<file path="src/rtl/lst_pkg.sv">
// shared types and constants of the lfsr scatter minimum tracker
package lst_pkg;

    localparam int MAX_ORDER_DEF  = 16;
    localparam int TIME_BITS_DEF  = 40;

    localparam int POS_BITS       = 16;
    localparam int OUT_BITS       = 40;
    localparam int ORDER_BITS     = 5;
    localparam int PASSES_BITS    = 8;
    localparam int BLOCK_BITS     = 25;
    localparam int CFG_DATA_BITS  = 25;
    localparam int CFG_INDEX_BITS = 2;
    localparam int PROD_BITS      = POS_BITS + BLOCK_BITS;

    localparam logic [CFG_INDEX_BITS-1:0] REG_ORDER  = 2'd0;
    localparam logic [CFG_INDEX_BITS-1:0] REG_PASSES = 2'd1;
    localparam logic [CFG_INDEX_BITS-1:0] REG_BLOCK  = 2'd2;

    localparam logic [ORDER_BITS-1:0]  ORDER_MIN    = 5'd8;
    localparam logic [ORDER_BITS-1:0]  ORDER_RESET  = 5'd9;
    localparam logic [PASSES_BITS-1:0] PASSES_RESET = 8'd8;
    localparam logic [BLOCK_BITS-1:0]  BLOCK_RESET  = 25'd16384;
    localparam logic [BLOCK_BITS-1:0]  BLOCK_MAX    = 25'd16777216;
    localparam logic [POS_BITS-1:0]    LFSR_SEED    = 16'hace1;

    typedef struct packed {
        logic [ORDER_BITS-1:0]  order;
        logic [PASSES_BITS-1:0] passes;
        logic [BLOCK_BITS-1:0]  block_bytes;
    } cfg_t;

    typedef struct packed {
        logic [POS_BITS-1:0] here;
        logic [POS_BITS-1:0] nxt;
        logic                first_pass;
        logic                pass_end;
        logic                run_end;
    } walk_t;

endpackage

</file>
<file path="src/rtl/lst_cfg.sv">
// configuration registers with range saturation and run restart
module lst_cfg #(
    parameter int MAX_ORDER = lst_pkg::MAX_ORDER_DEF
) (
    input  logic                               clk,
    input  logic                               rst_n,
    input  logic                               cfg_we,
    input  logic [lst_pkg::CFG_INDEX_BITS-1:0] cfg_index,
    input  logic [lst_pkg::CFG_DATA_BITS-1:0]  cfg_data,
    output lst_pkg::cfg_t                      cfg,
    output logic                               restart
);
    import lst_pkg::*;

    localparam logic [ORDER_BITS-1:0] ORDER_TOP  = ORDER_BITS'(MAX_ORDER);
    localparam logic [ORDER_BITS-1:0] ORDER_INIT =
        (ORDER_RESET > ORDER_TOP) ? ORDER_TOP : ORDER_RESET;

    logic [ORDER_BITS-1:0]  order_reg, order_next, order_sat;
    logic [PASSES_BITS-1:0] passes_reg, passes_next, passes_sat;
    logic [BLOCK_BITS-1:0]  block_reg, block_next, block_sat;

    always_comb
    begin
        order_sat = cfg_data[ORDER_BITS-1:0];
        if (order_sat < ORDER_MIN)
        begin
            order_sat = ORDER_MIN;
        end
        else if (order_sat > ORDER_TOP)
        begin
            order_sat = ORDER_TOP;
        end

        passes_sat = cfg_data[PASSES_BITS-1:0];
        if (passes_sat == '0)
        begin
            passes_sat = PASSES_BITS'(1);
        end

        block_sat = cfg_data[BLOCK_BITS-1:0];
        if (block_sat == '0)
        begin
            block_sat = BLOCK_BITS'(1);
        end
        else if (block_sat > BLOCK_MAX)
        begin
            block_sat = BLOCK_MAX;
        end
    end

    always_comb
    begin
        order_next  = order_reg;
        passes_next = passes_reg;
        block_next  = block_reg;
        restart     = 1'b0;
        if (cfg_we)
        begin
            unique case (cfg_index)
                REG_ORDER:
                begin
                    order_next = order_sat;
                    restart    = 1'b1;
                end
                REG_PASSES:
                begin
                    passes_next = passes_sat;
                    restart     = 1'b1;
                end
                REG_BLOCK:
                begin
                    block_next = block_sat;
                end
                default:
                begin
                    restart = 1'b0;
                end
            endcase
        end
    end

    always_ff @(posedge clk or negedge rst_n)
    begin
        if (!rst_n)
        begin
            order_reg  <= ORDER_INIT;
            passes_reg <= PASSES_RESET;
            block_reg  <= BLOCK_RESET;
        end
        else
        begin
            order_reg  <= order_next;
            passes_reg <= passes_next;
            block_reg  <= block_next;
        end
    end

    assign cfg.order       = order_reg;
    assign cfg.passes      = passes_reg;
    assign cfg.block_bytes = block_reg;

endmodule

</file>
<file path="config.mk">
export PLATFORM = sky130hd
export DESIGN_NAME = lst_cfg
export DESIGN_NICKNAME = d
export VERILOG_FILES = /design/src/rtl/lst_pkg.sv /design/src/rtl/lst_cfg.sv
export SDC_FILE = /design/constraint.sdc
export NUM_CORES = 1
export LEC_CHECK = 0
export BUFFER_PORTS_ARGS = -buffer_cell sky130_fd_sc_hd__buf_4
export CORE_MARGIN = 8
export CORE_UTILIZATION = 52
export CTS_BUF_LIST = sky130_fd_sc_hd__clkbuf_8
export DETAILED_ROUTE_END_ITERATION = 8
export GPL_TIMING_DRIVEN = 0
export PLACE_DENSITY_LB_ADDON = 0.2
export SLEW_MARGIN = 20
export SYNTH_ARGS = -nofsm -noshare
export SYNTH_HDL_FRONTEND = slang
export SYNTH_SLANG_ARGS = --single-unit
</file>
<file path="constraint.sdc">
create_clock -name clk -period 1.58 [get_ports clk]
set_clock_uncertainty 0.1 [all_clocks]
set_input_delay 0.079 -clock clk [delete_from_list [all_inputs] [get_ports clk]]
set_output_delay 0.079 -clock clk [all_outputs]
set_load 0.01 [all_outputs]
</file>
==> run metrics <==
DR pass1 iterations 4; post-route ant nets 0; antenna violations before repair 0; Die Y 71.6 um; Worst Path Required 1.68 ns; simple-gate share of the synthesized area 22.5%; vias per cell 5.26; type of the most critical hold path input port to flop; Final min period 1.39 ns; wire per inst 17.2 um; crit-path cells dlygate4sd3_1 > buf_4 > nor4_1 > nand4_1 > o221ai_1; CTS tree yes; Final Hold Violating Endpoints 1; final wirelength 4.99 mm; P per Cell Area 1010 nW/um2; Slew @ Worst Pin 0.463 ns; arrival time at the worst endpoint 1.49 ns; Multi-input gate area 621 um2; number of enable flip-flop cells after synthesis 0; Relative slew margins 69.1%; critical path peak fanout 6; TritonCTS Sinks 38; Hold WS -0.0146 ns; MaxCap Viol Count 0; Setup violations, final 0; DIE AREA 5130 um2; fin cells 289; largest family of logic cells by synthesized area simple AND/OR/NAND/NOR gates; multiplexer area fraction after synthesis 6.53%; n_diodes 0; Area growth syn-to-layout 55.5%; Worst path slowest cell dlygate4sd3_1; cts repair resizes 0; Worst Setup End Kind flop; number of buffers created by CTS 5; mapped cell area 1610 um2; total track usage 21.2%; total grt overflow 0; Vias 1519; row count 20; # hold bufs at CTS 25; syn avg cell area 10.4 um2; drt drc 0; first-pass GRT wire length 8.43 mm; global placer's final weighted congestion 0.846; share of cells above drive strength 1 35.2%; status complete, but fails checks; crit-path max cell delay 0.53 ns; Most used DFF post-synth dfrtp_1; nets@finish 285; Worst Setup Path Type input port to flop; post-synthesis xor/xnor area fraction 0%; Placed Cells 256; HPWL after DPL 3.54 mm; post-synthesis sequential area ratio 59.4%; filler instances 188; Slew Viols, Final 0; Max Fclk 719 MHz; IO Port Bufs 68; H-Tree Depth 2; Max clock buf depth 2; crit start category input port; failing checks negative hold slack; Tcrit/Tclk final 88.0%; drt first-iter violations 97; Post-Syn Instances 155; Worst-path clk slew 0.07 ns; Core Region 3000 um2; syn_nets 185; # Post-CTS Setup Buffers 0; Yosys reg bits 38; Synth Area in Adders 0%; Peak VDD IR 0.732 mV; Synth async-reset ratio 100%; Compound-Gate Fraction of Synth Area 9.56%; worst-skew pair later-pin latency 0.29 ns; Lkg Pwr 1.20 nW; Fin Setup TNS 0 ns; Netlist cell types 20; vias in the first global route 1711; RSZ-0062 raised after global routing no; max FFs per register 25; pin count of the biggest net entering global routing 39; I/O Pins 69; CTS root buf clkbuf_8; die width 71.6 um; Ys Warns 0; Starting Density 53.6%; Seq. cell area 956 um2
critical path: cells and delay by family:
family                 cells  cell delay, ns
buffers and inverters      2            0.69
and+or+nand+nor            2            0.52
AOI/OAI and AO/OA          1            0.19
worst paths after layout:
check,start,to,slack (ns),cells past startpoint
setup / recovery,cfg_data[4],block_reg[0],0.19,5
hold / removal,cfg_data[21],block_reg[21],-0.01,3
setup reg to reg,passes_reg[6],passes_reg[6],0.72,1
hold reg to reg,order_reg[3],order_reg[3],0.38,2
max in group asynchronous,rst_n,block_reg[14],0.85,2
min in group asynchronous,rst_n,passes_reg[6],0.18,2
final cells by class:
| class | instances | area share [%] |
|---|---|---|
| buffer | 8 | 1.30 |
| clock buffer | 6 | 3.30 |
| clock inverter | 2 | 0.350 |
| multi-input combinational | 109 | 24.8 |
| sequential | 38 | 38.2 |
| tap | 33 | 1.65 |
| timing repair buffer | 93 | 30.4 |
power by group:
part,total [mW],switching (mW),internal [mW]
logic,0.632,0.287,0.345
clock network,0.691,0.345,0.346
registers,1.20,0.0765,1.12
cells in the mapped netlist (2+ instances only):
library cell  count  area [um2]
buf_2             2        10.0
clkbuf_1          5        18.8
dfrtp_1          34         851
dfstp_2           4         105
mux2_2            8        90.1
nand2_1          32         120
nand2b_1         24         150
nand3b_1          2        15.0
nor2b_1           2        12.5
nor4_1            5        31.3
o21ai_0          28         140
placed cells by master (no fill, tap or decap), drive strengths merged:
master	netlist	final
nand2b	24	24
inv	0	1
o221ai	1	1
nand4b	1	1
nand3b	2	2
nor3	1	1
nor2	1	1
dlygate4sd3	0	25
dfstp	4	4
dfrtp	34	34
buf	3	71
mux2	9	9
nand2	32	32
nand4	1	1
nor2b	2	2
o21ai	28	28
or3b	1	1
clkinv	0	1
clkbuf	5	11
a21oi	1	1
nor4	5	5
cell families (layout without fill, tap and decap cells):
logic type	Yosys count	count (layout)
compound gates	30	30
buf+inv	8	109
flops	38	38
mux	9	9
simple gates	70	70
per-layer routing:
metal | share of wire [%] | global-route usage [%] | vias up | wire length (um)
met5 | 0 | 0 | - | 0
met4 | 2.3 | 8.84 | 0 | 113
met3 | 6.4 | 6.42 | 13 | 321
met2 | 54 | 37.9 | 51 | 2690
met1 | 37 | 22.5 | 731 | 1860
li1 | - | - | 724 | -
through the flow:
stage          hold WS (ns)  util [%]  cell area (um2)  worst slack (ns)  total power [mW]
6_report            -0.0146      83.3             2500             0.190              2.52
5_1_grt              0.0308      83.3             2500            0.0714              2.63
4_1_cts             0.00741      83.3             2500             0.192              2.52
3_5_place_dp        -0.0309      72.0             2160             0.326              1.80
3_3_place_gp        -0.0383      72.0             2160             0.343              1.76
2_1_floorplan        -0.317         -             1610             0.480              1.42
No activity file was read; power rests on OpenSTA's default activity.
