==> config.mk <==
export PLATFORM = sky130hd
export DESIGN_NAME = lst_walker
export DESIGN_NICKNAME = d
export VERILOG_FILES = /design/src/rtl/lst_pkg.sv /design/src/rtl/lst_walker.sv
export SDC_FILE = /design/constraint.sdc
export NUM_CORES = 1
export LEC_CHECK = 0
export BUFFER_PORTS_ARGS = -buffer_cell sky130_fd_sc_hd__buf_2
export CORE_AREA = 2 2 102 104
export DETAILED_ROUTE_END_ITERATION = 7
export DIE_AREA = 0 0 104 106
export PLACE_DENSITY = 0.65
export RECOVER_POWER = 25
export SLEW_MARGIN = 20
export SYNTH_ARGS = -nofsm -noshare
export SYNTH_HDL_FRONTEND = slang
export SYNTH_SLANG_ARGS = --single-unit
==> constraint.sdc <==
create_clock -name clk -period 8.2 [get_ports clk]
set_input_delay 0.41 -clock clk [delete_from_list [all_inputs] [get_ports clk]]
set_output_delay 0.41 -clock clk [all_outputs]
set_load 0.02 [all_outputs]
==> src/rtl/lst_pkg.sv <==
// shared types and constants of the lfsr scatter minimum tracker
package lst_pkg;

    localparam int MAX_ORDER_DEF  = 16;
    localparam int TIME_BITS_DEF  = 40;

    localparam int POS_BITS       = 16;
    localparam int OUT_BITS       = 40;
    localparam int ORDER_BITS     = 5;
    localparam int PASSES_BITS    = 8;
    localparam int BLOCK_BITS     = 25;
    localparam int CFG_DATA_BITS  = 25;
    localparam int CFG_INDEX_BITS = 2;
    localparam int PROD_BITS      = POS_BITS + BLOCK_BITS;

    localparam logic [CFG_INDEX_BITS-1:0] REG_ORDER  = 2'd0;
    localparam logic [CFG_INDEX_BITS-1:0] REG_PASSES = 2'd1;
    localparam logic [CFG_INDEX_BITS-1:0] REG_BLOCK  = 2'd2;

    localparam logic [ORDER_BITS-1:0]  ORDER_MIN    = 5'd8;
    localparam logic [ORDER_BITS-1:0]  ORDER_RESET  = 5'd9;
    localparam logic [PASSES_BITS-1:0] PASSES_RESET = 8'd8;
    localparam logic [BLOCK_BITS-1:0]  BLOCK_RESET  = 25'd16384;
    localparam logic [BLOCK_BITS-1:0]  BLOCK_MAX    = 25'd16777216;
    localparam logic [POS_BITS-1:0]    LFSR_SEED    = 16'hace1;

    typedef struct packed {
        logic [ORDER_BITS-1:0]  order;
        logic [PASSES_BITS-1:0] passes;
        logic [BLOCK_BITS-1:0]  block_bytes;
    } cfg_t;

    typedef struct packed {
        logic [POS_BITS-1:0] here;
        logic [POS_BITS-1:0] nxt;
        logic                first_pass;
        logic                pass_end;
        logic                run_end;
    } walk_t;

endpackage

==> src/rtl/lst_walker.sv <==
// position sequencer: lfsr step, step and pass counters
module lst_walker #(
    parameter int MAX_ORDER = lst_pkg::MAX_ORDER_DEF
) (
    input  logic           clk,
    input  logic           rst_n,
    input  lst_pkg::cfg_t  cfg,
    input  logic           restart,
    input  logic           advance,
    output lst_pkg::walk_t walk
);
    import lst_pkg::*;

    function automatic logic [POS_BITS-1:0] lfsr_next(
        input logic [POS_BITS-1:0]   v_in,
        input logic [ORDER_BITS-1:0] width
    );
        logic [POS_BITS:0]   mask_w;
        logic [POS_BITS-1:0] mask;
        logic [POS_BITS-1:0] v;
        logic [POS_BITS-1:0] fb;
        logic [POS_BITS-1:0] top;
        mask_w = ((POS_BITS+1)'(1) << width) - (POS_BITS+1)'(1);
        mask   = mask_w[POS_BITS-1:0];
        v      = v_in & mask;
        if (v == '0)
        begin
            v = LFSR_SEED & mask;
        end
        case (width)
            5'd8:    fb = v ^ (v >> 2) ^ (v >> 3) ^ (v >> 4);
            5'd9:    fb = v ^ (v >> 4);
            5'd10:   fb = v ^ (v >> 3);
            5'd11:   fb = v ^ (v >> 2);
            5'd12:   fb = v ^ (v >> 1) ^ (v >> 2) ^ (v >> 8);
            5'd13:   fb = v ^ (v >> 1) ^ (v >> 2) ^ (v >> 5);
            5'd14:   fb = v ^ (v >> 1) ^ (v >> 2) ^ (v >> 12);
            5'd15:   fb = v ^ (v >> 1);
            default: fb = v ^ (v >> 2) ^ (v >> 3) ^ (v >> 5);
        endcase
        top = POS_BITS'(fb[0]) << (width - ORDER_BITS'(1));
        return ((v >> 1) | top) & mask;
    endfunction

    logic [MAX_ORDER-1:0]   cur_pos_reg, cur_pos_next;
    logic [MAX_ORDER:0]     step_reg, step_next;
    logic [PASSES_BITS-1:0] pass_reg, pass_next;

    logic [MAX_ORDER:0]     span;
    logic [MAX_ORDER:0]     step_inc;
    logic [PASSES_BITS-1:0] pass_inc;
    logic [POS_BITS-1:0]    here16;
    logic [POS_BITS-1:0]    lfsr_pos;
    logic                   pend;
    logic                   rend;

    always_comb
    begin
        here16   = POS_BITS'(cur_pos_reg);
        lfsr_pos = lfsr_next(here16, cfg.order);
        span     = (MAX_ORDER+1)'(1) << cfg.order;
        step_inc = step_reg + (MAX_ORDER+1)'(1);
        pass_inc = pass_reg + PASSES_BITS'(1);
        pend     = (step_inc >= span);
        rend     = pend && (pass_inc >= cfg.passes);
    end

    assign walk.here       = here16;
    assign walk.nxt        = pend ? '0 : lfsr_pos;
    assign walk.first_pass = (pass_reg == '0);
    assign walk.pass_end   = pend;
    assign walk.run_end    = rend;

    always_comb
    begin
        cur_pos_next = cur_pos_reg;
        step_next    = step_reg;
        pass_next    = pass_reg;
        if (restart)
        begin
            cur_pos_next = '0;
            step_next    = '0;
            pass_next    = '0;
        end
        else if (advance)
        begin
            cur_pos_next = walk.nxt[MAX_ORDER-1:0];
            step_next    = pend ? '0 : step_inc;
            if (rend)
            begin
                pass_next = '0;
            end
            else if (pend)
            begin
                pass_next = pass_inc;
            end
        end
    end

    always_ff @(posedge clk or negedge rst_n)
    begin
        if (!rst_n)
        begin
            cur_pos_reg <= '0;
            step_reg    <= '0;
            pass_reg    <= '0;
        end
        else
        begin
            cur_pos_reg <= cur_pos_next;
            step_reg    <= step_next;
            pass_reg    <= pass_next;
        end
    end

endmodule
==> run summary <==
Detail Placement HPWL: 8870 um
Pre-Repair DR Iteration Count: 5
crit start category: primary input
initial cell density of the core: 0.437
crit path DAT: 5.76 ns
syn_area_per_cell: 8.97 um^2
relative slew slack: -0.221
number of global-route vias before repair: 3876
Final min period: 6.17 ns
H-Tree Depth: 2
most frequent cells in the layout: buf_2 (50), nand2_1 (41), dfrtp_1 (41), ha_1 (34), nor2_1 (32)
worst vdd ir: 94.6 uV
Clock Latency Late Sink: 0.31 ns
achievable clock frequency: 0.162 GHz
slowest stage delay, CP: 0.79 ns
critical path class: primary input to output pin
largest net degree at the start of global routing: 42
GR Overflow Total: 0
die height: 106 um
post-synth top area cell: dfrtp_1
Die X-Extent: 104 um
Synthesized Nets: 563
# diodes: 0
setup ws final: 2.03 ns
initial antenna violation count: 0
post-synth top area share: 0.235
failing checks: capacitance limit, slew limit
CP Buf/Inv Count: 3
Area growth syn-to-layout: 9.34%
row count: 37
sequential share of the synthesized area: 0.235
first-pass GRT wire length: 19400 um
Worst Hold Class: primary input to flip-flop
Synth cell types: 96
setup TNS after final layout: 0 ns
Tcrit/Tclk final: 0.753
fin cells: 662
placeable core area: 10000 um^2
vias after detailed routing: 3976
clock skew: 0.00962 ns
final setup fails: 0
boundary pin count: 77
CTS tree: yes
Setup WS pre-CTS: 2.07 ns
GRT Total Usage: 0.214
drt initial violations: 219
layout cells sized above 1: 0.213
max-slew violations: 32
post-DR vias/cell: 6.01
synthesized cell area: 4370 um^2
Pleak: 0.00217 uW
Storage cell area: 1030 um^2
critical path endpoint category: output pin
Yosys reg bits: 41
status: finished, violations left
IO Port Bufs: 51
Routed Antenna Nets: 0
delay-heaviest family, CP: simple AND/OR/NAND/NOR gates
Worst-Margin Slew: 1.83 ns
Tot Pwr: 714 uW
Nets: 601
Num CTS Buffers: 5
clock-pin slew on the worst setup and hold paths: 0.10 ns
Final Hold Fails: 0
Routed WL: 11600 um
top_reg_cell synth: dfrtp_1
cell breakdown of the critical path: buf_2 -> inv_1 -> ha_1 -> or4b_1 -> ha_1 -> or3b_1 -> nand3_1 -> o21ai_0 -> a2111oi_4 -> o2111ai_4 -> a221o_1 -> xnor2_1 -> nand2b_1 -> nand4b_2 -> o21ai_1 -> nor3b_1 -> buf_2
pwr/cell area: 149 nW/um^2
Max Buffers Root-to-Sink: 2
Routed WL per cell: 17.6 um
Final Core Density: 0.477
Sinks on Clock Net: 41
Max Cap Violations: 1
critical path's slowest cell: nand2b_1
synthesis warning total: 0
Area contributors post-synth: dfrtp_1 (23%), ha_1 (9.7%), xnor2_1 (4.6%)
footprint of the multi-input gates: 3100 um^2
routability cong.: 0.906
Async SR Flop Fraction: 1.00
max reg flops: 17
most common cell after layout, fill and taps aside: buf_2
number of flops mapped to enable cells by yosys: 0
Worst Path Max Fanout: 14
CTS Root Cell: clkbuf_8
FILL cells: 987
CP required: 7.79 ns
RSZ-0062 raised after global routing: no
placed cells: 652
post-CTS sizing: 0
Remaining DRCs: 0
die area: 11000 um^2
Cells after Synth: 487
==> metrics by stage <==
step / hold slack [ns] / area (um^2)
2_1_floorplan: 0.114 / 4370
3_3_place_gp: 0.484 / 4670
3_5_place_dp: 0.493 / 4670
4_1_cts: 0.294 / 4760
5_1_grt: 0.330 / 4770
6_report: 0.319 / 4770
==> cell type report <==
cell class | instances | area share
multi-input combinational | 397 | 0.649
clock inverter | 3 | 0.00524
tap | 136 | 0.0356
clock buffer | 5 | 0.0144
timing repair buffer | 57 | 0.0624
sequential | 41 | 0.215
inverter | 23 | 0.0181
==> power by group <==
part           internal (uW)  switching [uW]
combinational            117             225
clock                   61.8            89.6
sequential               209            11.7
==> cells in the mapped netlist, types with 3 or more instances <==
master    instances
and3_1            9
xor2_1            9
o21a_1            7
nand2b_1          8
nor2b_1           9
buf_4             6
a21oi_1          18
o31ai_1           3
nand3_1          23
dfrtp_1          41
inv_1            22
and2_1            5
nor3b_2           3
a21o_1           10
a32o_1            3
buf_2             7
nor3b_1           4
a22o_1           20
o21ai_1           8
xnor2_1          23
clkbuf_1         10
nor4_1            3
o21ai_0          21
nor2_1           33
nand4_1           3
nand2_1          41
nor3_1           14
a31oi_4           6
a31oi_1           4
ha_1             34
==> final timing paths <==
kind	start	endpoint	slack (ns)	cells after the start
setup reg to reg	step_reg[2]$_DFFE_PN0P_	step_reg[8]$_DFFE_PN0P_	3.61	17
hold reg to reg	step_reg[15]$_DFFE_PN0P_	step_reg[15]$_DFFE_PN0P_	0.51	1
hold / removal	restart	pass_reg[0]$_DFFE_PN0P_	0.32	2
min in group asynchronous	rst_n	step_reg[7]$_DFFE_PN0P_	0.60	2
max in group asynchronous	rst_n	cur_pos_reg[13]$_DFFE_PN0P_	5.50	3
setup / recovery	cfg[33]	walk[3]	2.03	17
==> worst reg2reg max path, delay by kind of cell (launching register included) <==
kind	cells	cell delay, ns
buffers and inverters	2	0.59
AO/OA/AOI/OAI	6	0.84
flip-flops	1	0.42
AND/OR/NAND/NOR	7	2.19
adder cells (fa/ha/maj)	1	0.27
XOR/XNOR	1	0.21
==> metal layers <==
metal  GRT usage  wire length (um)  up-vias
met2       0.335              5240      144
met1       0.303              5440     1926
met5           0                 0        -
met3      0.0294               678       25
li1            -                 -     1881
met4      0.0753               289        0
==> cells by family after synthesis <==
family          after synthesis  synth area share
buf+inv                      49            0.0564
compound gates              141             0.288
mux                           3           0.00716
simple gates                185             0.244
flops                        41             0.235
xor+xnor                     34            0.0716
fa+ha+maj                    34            0.0974
==> what timing repair did <==
item	4_1_cts	5_1_grt
setup endpoints to repair	0	0
endpoints found under the hold margin	0	10
buffers inserted	0	0
hold buffers	0	1
No activity file was read; power rests on OpenSTA's default activity.
